===== config.mk =====
export PLATFORM = sky130hd
export DESIGN_NAME = miller_rabin_witness_test_top
export DESIGN_NICKNAME = d
export VERILOG_FILES = /design/src/rtl/mrwt_pkg.sv /design/src/rtl/miller_rabin_witness_test_top.sv /design/src/rtl/mrwt_front.sv /design/src/rtl/mrwt_back.sv
export SDC_FILE = /design/constraint.sdc
export NUM_CORES = 2
export LEC_CHECK = 0
export BUFFER_PORTS_ARGS = -buffer_cell sky130_fd_sc_hd__buf_2
export CORE_ASPECT_RATIO = 1.1
export CORE_MARGIN = 2
export CORE_UTILIZATION = 35
export CTS_CLUSTER_DIAMETER = 150
export DETAILED_ROUTE_END_ITERATION = 8
export SKIP_CTS_REPAIR_TIMING = 1
export SYNTH_ARGS = -nofsm -noshare
export SYNTH_HDL_FRONTEND = slang
export SYNTH_SLANG_ARGS = --single-unit

===== constraint.sdc =====
create_clock -name clk -period 17.85 [get_ports clk]
set_clock_uncertainty 0.05 [all_clocks]
set_input_delay 1.785 -clock clk [delete_from_list [all_inputs] [get_ports clk]]
set_output_delay 1.785 -clock clk [all_outputs]
set_load 0.05 [all_outputs]

===== src/rtl/mrwt_pkg.sv =====
// Shared types for the Miller-Rabin witness test block.
package mrwt_pkg;

	// Classification of an item made by the front end.
	typedef enum logic [1:0] {
		CLS_PRIME     = 2'd0,
		CLS_COMPOSITE = 2'd1,
		CLS_TEST      = 2'd2
	} cls_t;

	// Verdict flags produced for every item.
	typedef struct packed {
		logic is_composite;
		logic base_tested;
	} verdict_t;

endpackage


===== src/rtl/miller_rabin_witness_test_top.sv =====
// Top level of the Miller-Rabin witness test block.
//  channel | direction | handshake          | payload
//  in      | request   | in_valid/in_stall   | candidate, base
//  out     | result    | out_valid/out_stall | is_composite, base_tested
// A trivially decided request passes through the queue, then its verdict is registered.
// A tested request takes up to about (2*WORD_BITS) multiplies, done one at a time
// by the single shift-add modular multiplier in the back end.
// The base is first reduced modulo the candidate. One request is tested at a time.
// Reset clears control only; a two-entry queue holds requests while the back end works.
module miller_rabin_witness_test_top #(
	parameter int WORD_BITS = 64
) (
	input  logic                 clk,
	input  logic                 arst_n,
	input  logic                 in_valid,
	output logic                 in_stall,
	input  logic [WORD_BITS-1:0] candidate,
	input  logic [WORD_BITS-1:0] base,
	output logic                 out_valid,
	input  logic                 out_stall,
	output logic                 is_composite,
	output logic                 base_tested
);

	logic                 q_valid;
	logic                 q_pop;
	mrwt_pkg::cls_t       q_cls;
	logic [WORD_BITS-1:0] q_candidate;
	logic [WORD_BITS-1:0] q_base;
	mrwt_pkg::verdict_t   verdict;

	mrwt_front #(.WORD_BITS(WORD_BITS)) u_front (
		.clk(clk), .arst_n(arst_n),
		.in_valid(in_valid), .in_stall(in_stall),
		.in_candidate(candidate), .in_base(base),
		.q_valid(q_valid), .q_pop(q_pop), .q_cls(q_cls),
		.q_candidate(q_candidate), .q_base(q_base)
	);

	mrwt_back #(.WORD_BITS(WORD_BITS)) u_back (
		.clk(clk), .arst_n(arst_n),
		.q_valid(q_valid), .q_pop(q_pop), .q_cls(q_cls),
		.q_candidate(q_candidate), .q_base(q_base),
		.out_valid(out_valid), .out_stall(out_stall), .out_verdict(verdict)
	);

	assign is_composite = verdict.is_composite;
	assign base_tested  = verdict.base_tested;

endmodule


===== src/rtl/mrwt_front.sv =====
// Front end: accepts a request, classifies it and pushes it into a two-entry queue.
module mrwt_front #(
	parameter int WORD_BITS = 64
) (
	input  logic                 clk,
	input  logic                 arst_n,
	input  logic                 in_valid,
	output logic                 in_stall,
	input  logic [WORD_BITS-1:0] in_candidate,
	input  logic [WORD_BITS-1:0] in_base,
	output logic                 q_valid,
	input  logic                 q_pop,
	output mrwt_pkg::cls_t       q_cls,
	output logic [WORD_BITS-1:0] q_candidate,
	output logic [WORD_BITS-1:0] q_base
);

	localparam logic [WORD_BITS-1:0] Two = WORD_BITS'(2);

	logic [1:0]           cnt_q;
	logic                 wr_ptr_q;
	logic                 rd_ptr_q;
	mrwt_pkg::cls_t       cls_mem_q  [2];
	logic [WORD_BITS-1:0] cand_mem_q [2];
	logic [WORD_BITS-1:0] base_mem_q [2];
	mrwt_pkg::cls_t       cls_in;
	logic                 push;
	logic                 pop;

	always_comb begin
		if (in_candidate == Two) begin
			cls_in = mrwt_pkg::CLS_PRIME;
		end else if (!in_candidate[0] || in_candidate == WORD_BITS'(1)) begin
			cls_in = mrwt_pkg::CLS_COMPOSITE;
		end else begin
			cls_in = mrwt_pkg::CLS_TEST;
		end
	end

	assign in_stall    = (cnt_q == 2'd2);
	assign push        = in_valid && !in_stall;
	assign q_valid     = (cnt_q != 2'd0);
	assign pop         = q_pop && q_valid;
	assign q_cls       = cls_mem_q[rd_ptr_q];
	assign q_candidate = cand_mem_q[rd_ptr_q];
	assign q_base      = base_mem_q[rd_ptr_q];

	always_ff @(posedge clk or negedge arst_n) begin
		if (!arst_n) begin
			cnt_q    <= 2'd0;
			wr_ptr_q <= 1'b0;
			rd_ptr_q <= 1'b0;
		end else begin
			if (push) begin
				wr_ptr_q <= ~wr_ptr_q;
			end
			if (pop) begin
				rd_ptr_q <= ~rd_ptr_q;
			end
			if (push && !pop) begin
				cnt_q <= cnt_q + 2'd1;
			end else if (pop && !push) begin
				cnt_q <= cnt_q - 2'd1;
			end
		end
	end

	always_ff @(posedge clk) begin
		if (push) begin
			cls_mem_q[wr_ptr_q]  <= cls_in;
			cand_mem_q[wr_ptr_q] <= in_candidate;
			base_mem_q[wr_ptr_q] <= in_base;
		end
	end

endmodule


===== src/rtl/mrwt_back.sv =====
// Back end: runs the witness test with a bit-serial modular multiplier.
module mrwt_back #(
	parameter int WORD_BITS = 64
) (
	input  logic                 clk,
	input  logic                 arst_n,
	input  logic                 q_valid,
	output logic                 q_pop,
	input  mrwt_pkg::cls_t       q_cls,
	input  logic [WORD_BITS-1:0] q_candidate,
	input  logic [WORD_BITS-1:0] q_base,
	output logic                 out_valid,
	input  logic                 out_stall,
	output mrwt_pkg::verdict_t   out_verdict
);

	localparam int CntBits = $clog2(WORD_BITS + 1);
	localparam logic [CntBits-1:0] WordCount = CntBits'(WORD_BITS);

	typedef enum logic [7:0] {
		ST_IDLE   = 8'b0000_0001,
		ST_REDUCE = 8'b0000_0010,
		ST_SPLIT  = 8'b0000_0100,
		ST_PSTEP  = 8'b0000_1000,
		ST_MUL    = 8'b0001_0000,
		ST_PNEXT  = 8'b0010_0000,
		ST_SQCHK  = 8'b0100_0000,
		ST_DONE   = 8'b1000_0000
	} state_t;

	typedef enum logic [1:0] {
		MUL_RES = 2'd0,
		MUL_SQ  = 2'd1,
		MUL_CUR = 2'd2
	} mul_op_t;

	state_t               state_q;
	mul_op_t              op_q;
	logic [WORD_BITS-1:0] n_q;
	logic [WORD_BITS-1:0] a_q;
	logic [WORD_BITS-1:0] e_q;
	logic [CntBits-1:0]   twos_q;
	logic [CntBits-1:0]   i_q;
	logic [WORD_BITS-1:0] res_q;
	logic [WORD_BITS-1:0] sq_q;
	logic [WORD_BITS-1:0] prev_q;
	logic [WORD_BITS-1:0] cur_q;
	logic [WORD_BITS-1:0] acc_q;
	logic [WORD_BITS-1:0] addend_q;
	logic [WORD_BITS-1:0] mult_q;
	logic [CntBits-1:0]   red_q;
	logic                 valid_q;
	mrwt_pkg::verdict_t   verdict_q;

	logic [WORD_BITS:0]   acc_sum;
	logic [WORD_BITS-1:0] acc_next;
	logic [WORD_BITS:0]   dbl_sum;
	logic [WORD_BITS-1:0] dbl_next;
	logic [WORD_BITS:0]   red_sum;
	logic [WORD_BITS-1:0] red_next;
	logic [WORD_BITS-1:0] nm1;
	logic                 slot_free;

	// One modular add and one modular doubling per multiplier step.
	always_comb begin
		acc_sum  = {1'b0, acc_q} + {1'b0, addend_q};
		acc_next = (acc_sum >= {1'b0, n_q}) ? WORD_BITS'(acc_sum - {1'b0, n_q})
			: acc_sum[WORD_BITS-1:0];
		dbl_sum  = {addend_q, 1'b0};
		dbl_next = (dbl_sum >= {1'b0, n_q}) ? WORD_BITS'(dbl_sum - {1'b0, n_q})
			: dbl_sum[WORD_BITS-1:0];
		// Restoring reduction of the base, one bit a step, MSB first.
		red_sum  = {acc_q, a_q[WORD_BITS-1]};
		red_next = (red_sum >= {1'b0, n_q}) ? WORD_BITS'(red_sum - {1'b0, n_q})
			: red_sum[WORD_BITS-1:0];
	end

	assign nm1       = n_q - WORD_BITS'(1);
	assign slot_free = !valid_q || !out_stall;
	assign q_pop     = (state_q == ST_IDLE) && q_valid && slot_free;
	assign out_valid   = valid_q;
	assign out_verdict = verdict_q;

	always_ff @(posedge clk or negedge arst_n) begin
		if (!arst_n) begin
			state_q <= ST_IDLE;
			valid_q <= 1'b0;
		end else begin
			if (valid_q && !out_stall) begin
				valid_q <= 1'b0;
			end
			case (state_q)
				ST_IDLE: begin
					if (q_pop) begin
						if (q_cls == mrwt_pkg::CLS_TEST) begin
							state_q <= ST_REDUCE;
						end else begin
							valid_q <= 1'b1;
						end
					end
				end
				ST_REDUCE: begin
					if (red_q == WordCount) begin
						state_q <= ST_SPLIT;
					end
				end
				ST_SPLIT: begin
					if (e_q[0]) begin
						state_q <= ST_PSTEP;
					end
				end
				ST_PSTEP: begin
					state_q <= (e_q == '0) ? ST_SQCHK : ST_MUL;
				end
				ST_MUL: begin
					if (mult_q == '0) begin
						state_q <= (op_q == MUL_CUR) ? ST_SQCHK : ST_PNEXT;
					end
				end
				ST_PNEXT: begin
					state_q <= ST_MUL;
				end
				ST_SQCHK: begin
					state_q <= ST_MUL;
					if (op_q == MUL_CUR) begin
						if (cur_q == WORD_BITS'(1) && prev_q != WORD_BITS'(1)
							&& prev_q != nm1) begin
							state_q <= ST_DONE;
						end else if (i_q + CntBits'(1) >= twos_q) begin
							state_q <= ST_DONE;
						end
					end
				end
				ST_DONE: begin
					if (slot_free) begin
						state_q <= ST_IDLE;
						valid_q <= 1'b1;
					end
				end
				default: begin
					state_q <= ST_IDLE;
				end
			endcase
		end
	end

	always_ff @(posedge clk) begin
		case (state_q)
			ST_IDLE: begin
				if (q_pop) begin
					n_q    <= q_candidate;
					a_q    <= q_base;
					e_q    <= q_candidate >> 1;
					twos_q <= CntBits'(1);
					acc_q  <= '0;
					red_q  <= '0;
					case (q_cls)
						mrwt_pkg::CLS_PRIME: begin
							verdict_q <= '{is_composite: 1'b0, base_tested: 1'b0};
						end
						mrwt_pkg::CLS_COMPOSITE: begin
							verdict_q <= '{is_composite: 1'b1, base_tested: 1'b0};
						end
						default: begin
							verdict_q <= '{is_composite: 1'b0, base_tested: 1'b1};
						end
					endcase
				end
			end
			ST_REDUCE: begin
				if (red_q != WordCount) begin
					acc_q <= red_next;
					a_q   <= a_q << 1;
					red_q <= red_q + CntBits'(1);
				end else begin
					sq_q  <= acc_q;
					res_q <= WORD_BITS'(1);
				end
			end
			ST_SPLIT: begin
				if (!e_q[0]) begin
					e_q    <= e_q >> 1;
					twos_q <= twos_q + CntBits'(1);
				end
			end
			ST_PSTEP: begin
				acc_q <= '0;
				if (e_q == '0) begin
					prev_q <= res_q;
					op_q   <= MUL_RES;
				end else if (e_q[0]) begin
					op_q     <= MUL_RES;
					addend_q <= sq_q;
					mult_q   <= res_q;
				end else begin
					op_q     <= MUL_SQ;
					addend_q <= sq_q;
					mult_q   <= sq_q;
				end
			end
			ST_MUL: begin
				if (mult_q != '0) begin
					if (mult_q[0]) begin
						acc_q <= acc_next;
					end
					addend_q <= dbl_next;
					mult_q   <= mult_q >> 1;
				end else begin
					case (op_q)
						MUL_RES: res_q <= acc_q;
						MUL_SQ:  sq_q  <= acc_q;
						default: cur_q <= acc_q;
					endcase
				end
			end
			ST_PNEXT: begin
				// After the multiply into res, square sq; after squaring, step e.
				acc_q <= '0;
				if (op_q == MUL_RES) begin
					op_q     <= MUL_SQ;
					addend_q <= sq_q;
					mult_q   <= sq_q;
				end else begin
					e_q <= e_q >> 1;
					if ((e_q >> 1) == '0) begin
						// Power done: square it for the first check.
						op_q     <= MUL_CUR;
						prev_q   <= res_q;
						addend_q <= res_q;
						mult_q   <= res_q;
						i_q      <= '0;
					end else if (e_q[1]) begin
						op_q     <= MUL_RES;
						addend_q <= sq_q;
						mult_q   <= res_q;
					end else begin
						op_q     <= MUL_SQ;
						addend_q <= sq_q;
						mult_q   <= sq_q;
					end
				end
			end
			ST_SQCHK: begin
				acc_q <= '0;
				if (op_q == MUL_CUR) begin
					if (cur_q == WORD_BITS'(1) && prev_q != WORD_BITS'(1)
						&& prev_q != nm1) begin
						verdict_q.is_composite <= 1'b1;
					end else if (i_q + CntBits'(1) >= twos_q) begin
						verdict_q.is_composite <= (cur_q != WORD_BITS'(1));
					end else begin
						i_q      <= i_q + CntBits'(1);
						prev_q   <= cur_q;
						addend_q <= cur_q;
						mult_q   <= cur_q;
					end
				end else begin
					// No exponent bits were left: x is res, first square follows.
					op_q     <= MUL_CUR;
					prev_q   <= res_q;
					addend_q <= res_q;
					mult_q   <= res_q;
					i_q      <= '0;
				end
			end
			default: begin
			end
		endcase
	end

endmodule


* Word-level counts from Yosys, hierarchy flattened *
Memories as Yosys holds them, arrays and structs flattened.
Cells that the tools add are included.

word-level totals
  register bits = 678
  input port bits = 132
  output and inout bits = 4
  word-level logic and storage cells = 228
  memories = 3
  memory bits (writable) = 260

memories
  name                words  bits a word  rd ports  clocked after Yosys merged registers in  wr ports  RTL line          source
  u_front.base_mem_q  2      64           1         0                                        1         mrwt_front.sv:25  logic [WORD_BITS-1:0] base_mem_q [2];
  u_front.cand_mem_q  2      64           1         0                                        1         mrwt_front.sv:24  logic [WORD_BITS-1:0] cand_mem_q [2];
  u_front.cls_mem_q   2      2            1         0                                        1         mrwt_front.sv:23  mrwt_pkg::cls_t cls_mem_q [2];

operators by class
  mux-type cells = 90
  eq/ne operators = 44
  bitwise logic cells = 4
  magnitude comparators = 4
  $add $sub $neg = 10
  reductions and logical operators = 51

operators by type and width
  operator               count
  $mux 64                34
  $pmux 64 s4            3
  $pmux 64 s2            3
  $pmux 64 s3            2
  $ge 65x64->1           3
  $logic_not 64->1       3
  $sub 64x64->64         3
  $eq 64x1->1 const B    2
  $ne 64x1->1 const B    2
  $mux 7                 11
  $mux 8                 9
  $add 64x64->65         1
  $eq 64x2->1 const B    1
  $ne 64x64->1           1
  $pmux 8 s8             1
  $reduce_bool 64->1     1
  $sub 64x1->64 const B  1
  $pmux 7 s2             3
  $ne 2x1->1 const B     11
  $add 7x1->7 const B    3
  $mux 2                 9
  $ne 2x2->1 const B     9
  $reduce_and 4->1       4
  $reduce_and 5->1       3
  34 further kinds       80

* Logic depth before layout (Yosys ltp) *
  depth after elaboration = 7
  mapped depth = 26
  depth with buffers taken out = 23

* By module *
A second synthesis with hierarchy kept.

unflattened totals
  cell total of the unflattened synthesis = 5,625
  area total of the unflattened synthesis = 59,570.9 um^2

modules (own cells, without submodules)
  module      sequential area each (um^2)  instances  area an instance (um^2)  cells an instance
  mrwt_back   20,165.6                     1          49,865.3                 5,177
  mrwt_front  7,907.6                      1          9,705.6                  448

* Least setup slack after synthesis *
No wires, ideal clock.

  path kind = input to register
  start = input port out_stall
  end = register u_back.acc_q[0] (enable)
  required time = 17,198 ps
  setup slack = 4,453 ps
  cell stages on the path = 6
  setup time = 602 ps
  path buffers = 0
  arrival = 12,745 ps
  cell sequence = nand2_1 -> nor3b_1 -> inv_1 -> nand2_1 -> nand2_1 -> a311oi_1

on the way
  longest elaborated chain between the ends = 5

ends and longest elaborated chain
  element                            RTL line                             source
  start, declared                    miller_rabin_witness_test_top.sv:20  input logic out_stall,
  $logic_not 1->1                    mrwt_back.sv:79                      assign slot_free = !valid_q || !out_stall;
  $logic_or 1x1->1                   mrwt_back.sv:79
  $logic_and 1x1->1                  mrwt_back.sv:80                      assign q_pop = (state_q == ST_IDLE) && q_valid && slot_free;
  $ne 2x2->1 (no source line)        n/a
  $reduce_and 5->1 (no source line)  n/a
  end signal, assigned               mrwt_back.sv:172                     acc_q <= red_next;
  end signal, assigned               mrwt_back.sv:204                     acc_q <= acc_next;
  end, declared                      mrwt_back.sv:48                      logic [WORD_BITS-1:0] acc_q;

Every way passes these cells.
A chain may end at the register's enable or synchronous reset.

* Worst setup path in the final report *
  start = register u_back.acc_q[4]
  end = register u_back.acc_q[62] (data pin)

on the way
  longest elaborated chain between the ends = 6
  elaborated cells between the ends (all ways) = 11
  those cells by class = add/sub (3); order compare (2); mux (6)

ends and longest elaborated chain
  element                                                RTL line          source
  $add 64x64->65                                         mrwt_back.sv:66   acc_sum = {1'b0, acc_q} + {1'b0, addend_q};
  $sub 64x64->64 / $ge 65x64->1 (equally long branches)  mrwt_back.sv:67   acc_next = (acc_sum >= {1'b0, n_q}) ? WORD_BITS'(acc_sum - {1'b0, n_q})
  $mux 64                                                mrwt_back.sv:67
  $mux 64                                                mrwt_back.sv:203  if (mult_q[0]) begin
  $mux 64                                                mrwt_back.sv:202  if (mult_q != '0) begin
  $pmux 64 s4 *                                          mrwt_back.sv:148  case (state_q)

Mark *: on every way between the ends. The rest lies on a longest branch, timed or not. The select of a mux whose other input is x is not followed.

==> results.ini <==
[run_status]
status=finished clean

[cts]
cts_buffers=100
insertion_delay_ns=0.78
cts_buffer_depth=3
clk_pin_slew_ns=0.06
cts_tree=built
cts_sinks=937
htree_levels=3
cts-root-buf=clkbuf_16

[sta]
finalCritPeriodShare=0.472
slew_headroom=0.156
finalSetupViolations=0
slew_viol_final=0
hold_viol=0
max_clock_freq_mhz=119
layout_setup_ws_ns=9.43
fin_setup_tns_ns=0
rsz0062_at_grt=no
fin_crit_ns=8.42
tightest_slew_ns=1.23

[layout]
reg_top3=u_front.base_mem_q x128, u_front.cand_mem_q x128
multi_input_area_mm2=0.0297
area_delta_synth_final_pct=11.2
ff_latch_area_mm2=0.0281
layout-drive-gt1-share=0.119
fill_cells=16300
fin_nets=5981

[die]
dieWidth_um=396
start_util=0.352
core_area_mm2=0.168
dieArea_mm2=0.173
rows=158
die-height_um=435
io_pins=136

[yosys]
yosys_warnings=0
synthDistinctLibCells=106
synth_area_mm2=0.0592
synth.top_cell.area_share=0.468
async_flop_share=0.0139
synth_common_cells=924 x edfxtp_1, 514 x a21oi_1, 381 x nor2_1
netlist_instances=5547
avgSynthCellArea_um2=10.7
synth_edf_count=924
yosys.cell_count.top_type=edfxtp_1
syn-num-nets=5952
synth_area_leaders=edfxtp_1 47%, ha_1 5.7%, mux2i_1 5.7%
ys_seq_area_frac=0.474
synth-main-ff-cell=edfxtp_1
synth_top_area_cell=edfxtp_1
synth_seq_cells=937

[critical_path]
critPathArrivalTime_ns=8.86
worstSetupStartpointType=flop
critPathRequiredTime_ns=18.28
path_class=flop to flop
cp-end-kind=flop
cp_cell_sequence=ha_1 -> nand2_1 -> nor3_1 -> o211ai_1 -> a41o_1 -> o21ai_0 -> a31oi_1 -> o41ai_1 -> or2_2 -> nor4_1 -> a311oi_1 -> ha_1 -> and4_1 -> nand3_1 -> nor4_1 -> nand3_1 -> nand3_1 -> o21ba_2 -> nand2_2 -> buf_4 -> nor2_1 -> a221o_1
cpMostUsedCell=nand3_1
crit_fanout=52
cp_slowest_cell=o41ai_1
cpPeakStageDelay_ns=0.87
ff2ff_path_depth=22

[placed_design]
port_buffers=135
place_congestion=1.00
dp_hpwl_um=169000
post-place-ws_ns=9.61

[routing]
drc=0
num_vias=47800
totalWireLength_um=225000
antenna_left=0
drtPass1Iterations=7
detail_route.vias_per_cell=6.04
post_drt_wl_per_cell_um=28.4
drt_iter0_drc=4412

[worst_hold_path]
hp-class=flop to flop
hold_depth=1

[global_route]
antenna_found_initial=18
grt_pass1_vias=46300
gr-total-overflow=0
grt_pass1_wl_um=323000
grt_use_total=0.252
grt_start_max_net_pins=121

[power_and_ir_drop]
total_power_mw=14.6
leakage_nw=24.9
ir_worst_vdd_v=0.000178
power_density_mw_per_mm2=222

[job]
maxCapViolCount=0

metal layers:
layer  wire length, um  vias up  global-route usage
met5                65        -                   0
met4             11900       12               0.123
met3             16900      410              0.0399
met2            103000     2098               0.404
met1             92800    23800               0.331
li1                  -    21500                   -
critical path: cells and delay by family (launching register included):
| kind | cells | cell delay, ns |
|---|---|---|
| AOI/OAI and AO/OA | 8 | 3.59 |
| adders and majority gates | 2 | 0.81 |
| buffers and inverters | 1 | 0.80 |
| DFF | 1 | 0.50 |
| and+or+nand+nor | 11 | 2.29 |
cell type report:
| cell class | instances | share of cell area |
|---|---|---|
| diodes | 8 | 0.000304 |
| clock buffers | 109 | 0.0385 |
| clock inverters | 78 | 0.0127 |
| inverters | 160 | 0.00911 |
| multi-input cells | 4164 | 0.451 |
| flip-flops and latches | 937 | 0.426 |
| well taps | 2240 | 0.0425 |
| repair buffers | 213 | 0.0201 |
where the power goes:
part / total, mW / internal (mW) / leakage (nW) / switching (mW)
clock network: 2.17 / 1.21 / 1.63 / 0.962
registers: 3.75 / 3.26 / 8.83 / 0.496
logic: 8.69 / 3.11 / 14.5 / 5.58
through the flow:
stage / cell area (um^2) / instances / utilization / hold WS [ns]
3_3_place_gp: 62500 / 7714 / 0.371 / 0.432
5_1_grt: 65900 / 7902 / 0.391 / 0.498
3_5_place_dp: 62500 / 7714 / 0.371 / 0.468
6_report: 65900 / 7909 / 0.391 / 0.473
2_1_floorplan: 59200 / 5547 / - / 0.411
4_1_cts: 65900 / 7901 / 0.391 / 0.479
final timing paths:
path                             startpoint                 to  slack [ns]
max                         u_back.acc_q[4]   u_back.acc_q[62]        9.43
min                        u_front.cnt_q[1]   u_front.cnt_q[1]        0.47
max reg2reg                 u_back.acc_q[4]   u_back.acc_q[62]        9.43
min reg2reg                u_front.cnt_q[1]   u_front.cnt_q[1]        0.47
max in group asynchronous            arst_n  u_back.state_q[0]       16.58
min in group asynchronous            arst_n  u_back.state_q[1]        0.87
logic make-up after synthesis:
kind of cell | share of synthesized area
DFF | 0.474
muxes | 0.0954
AOI/OAI and AO/OA | 0.174
adders and majority gates | 0.0582
and+or+nand+nor | 0.123
buffers and inverters | 0.0291
xor gates and xnor gates | 0.0468
cell usage in the layout, fill, tap and decap left out, types with 56 or more instances in the layout:
cell / count
xor2_1: 118
nor3_1: 67
xnor2_1: 197
a21oi_1: 510
a32o_1: 61
nand2_1: 359
mux2_2: 204
nor4_1: 112
o21ai_0: 283
ha_1: 269
and2_1: 80
a31oi_1: 56
buf_4: 73
buf_2: 135
edfxtp_1: 924
nor2_1: 376
nand4_1: 93
mux2i_1: 335
clkbuf_16: 100
a21o_1: 148
inv_1: 160
nand3_1: 112
o22ai_1: 71
Power figures use the tool's default switching activity.
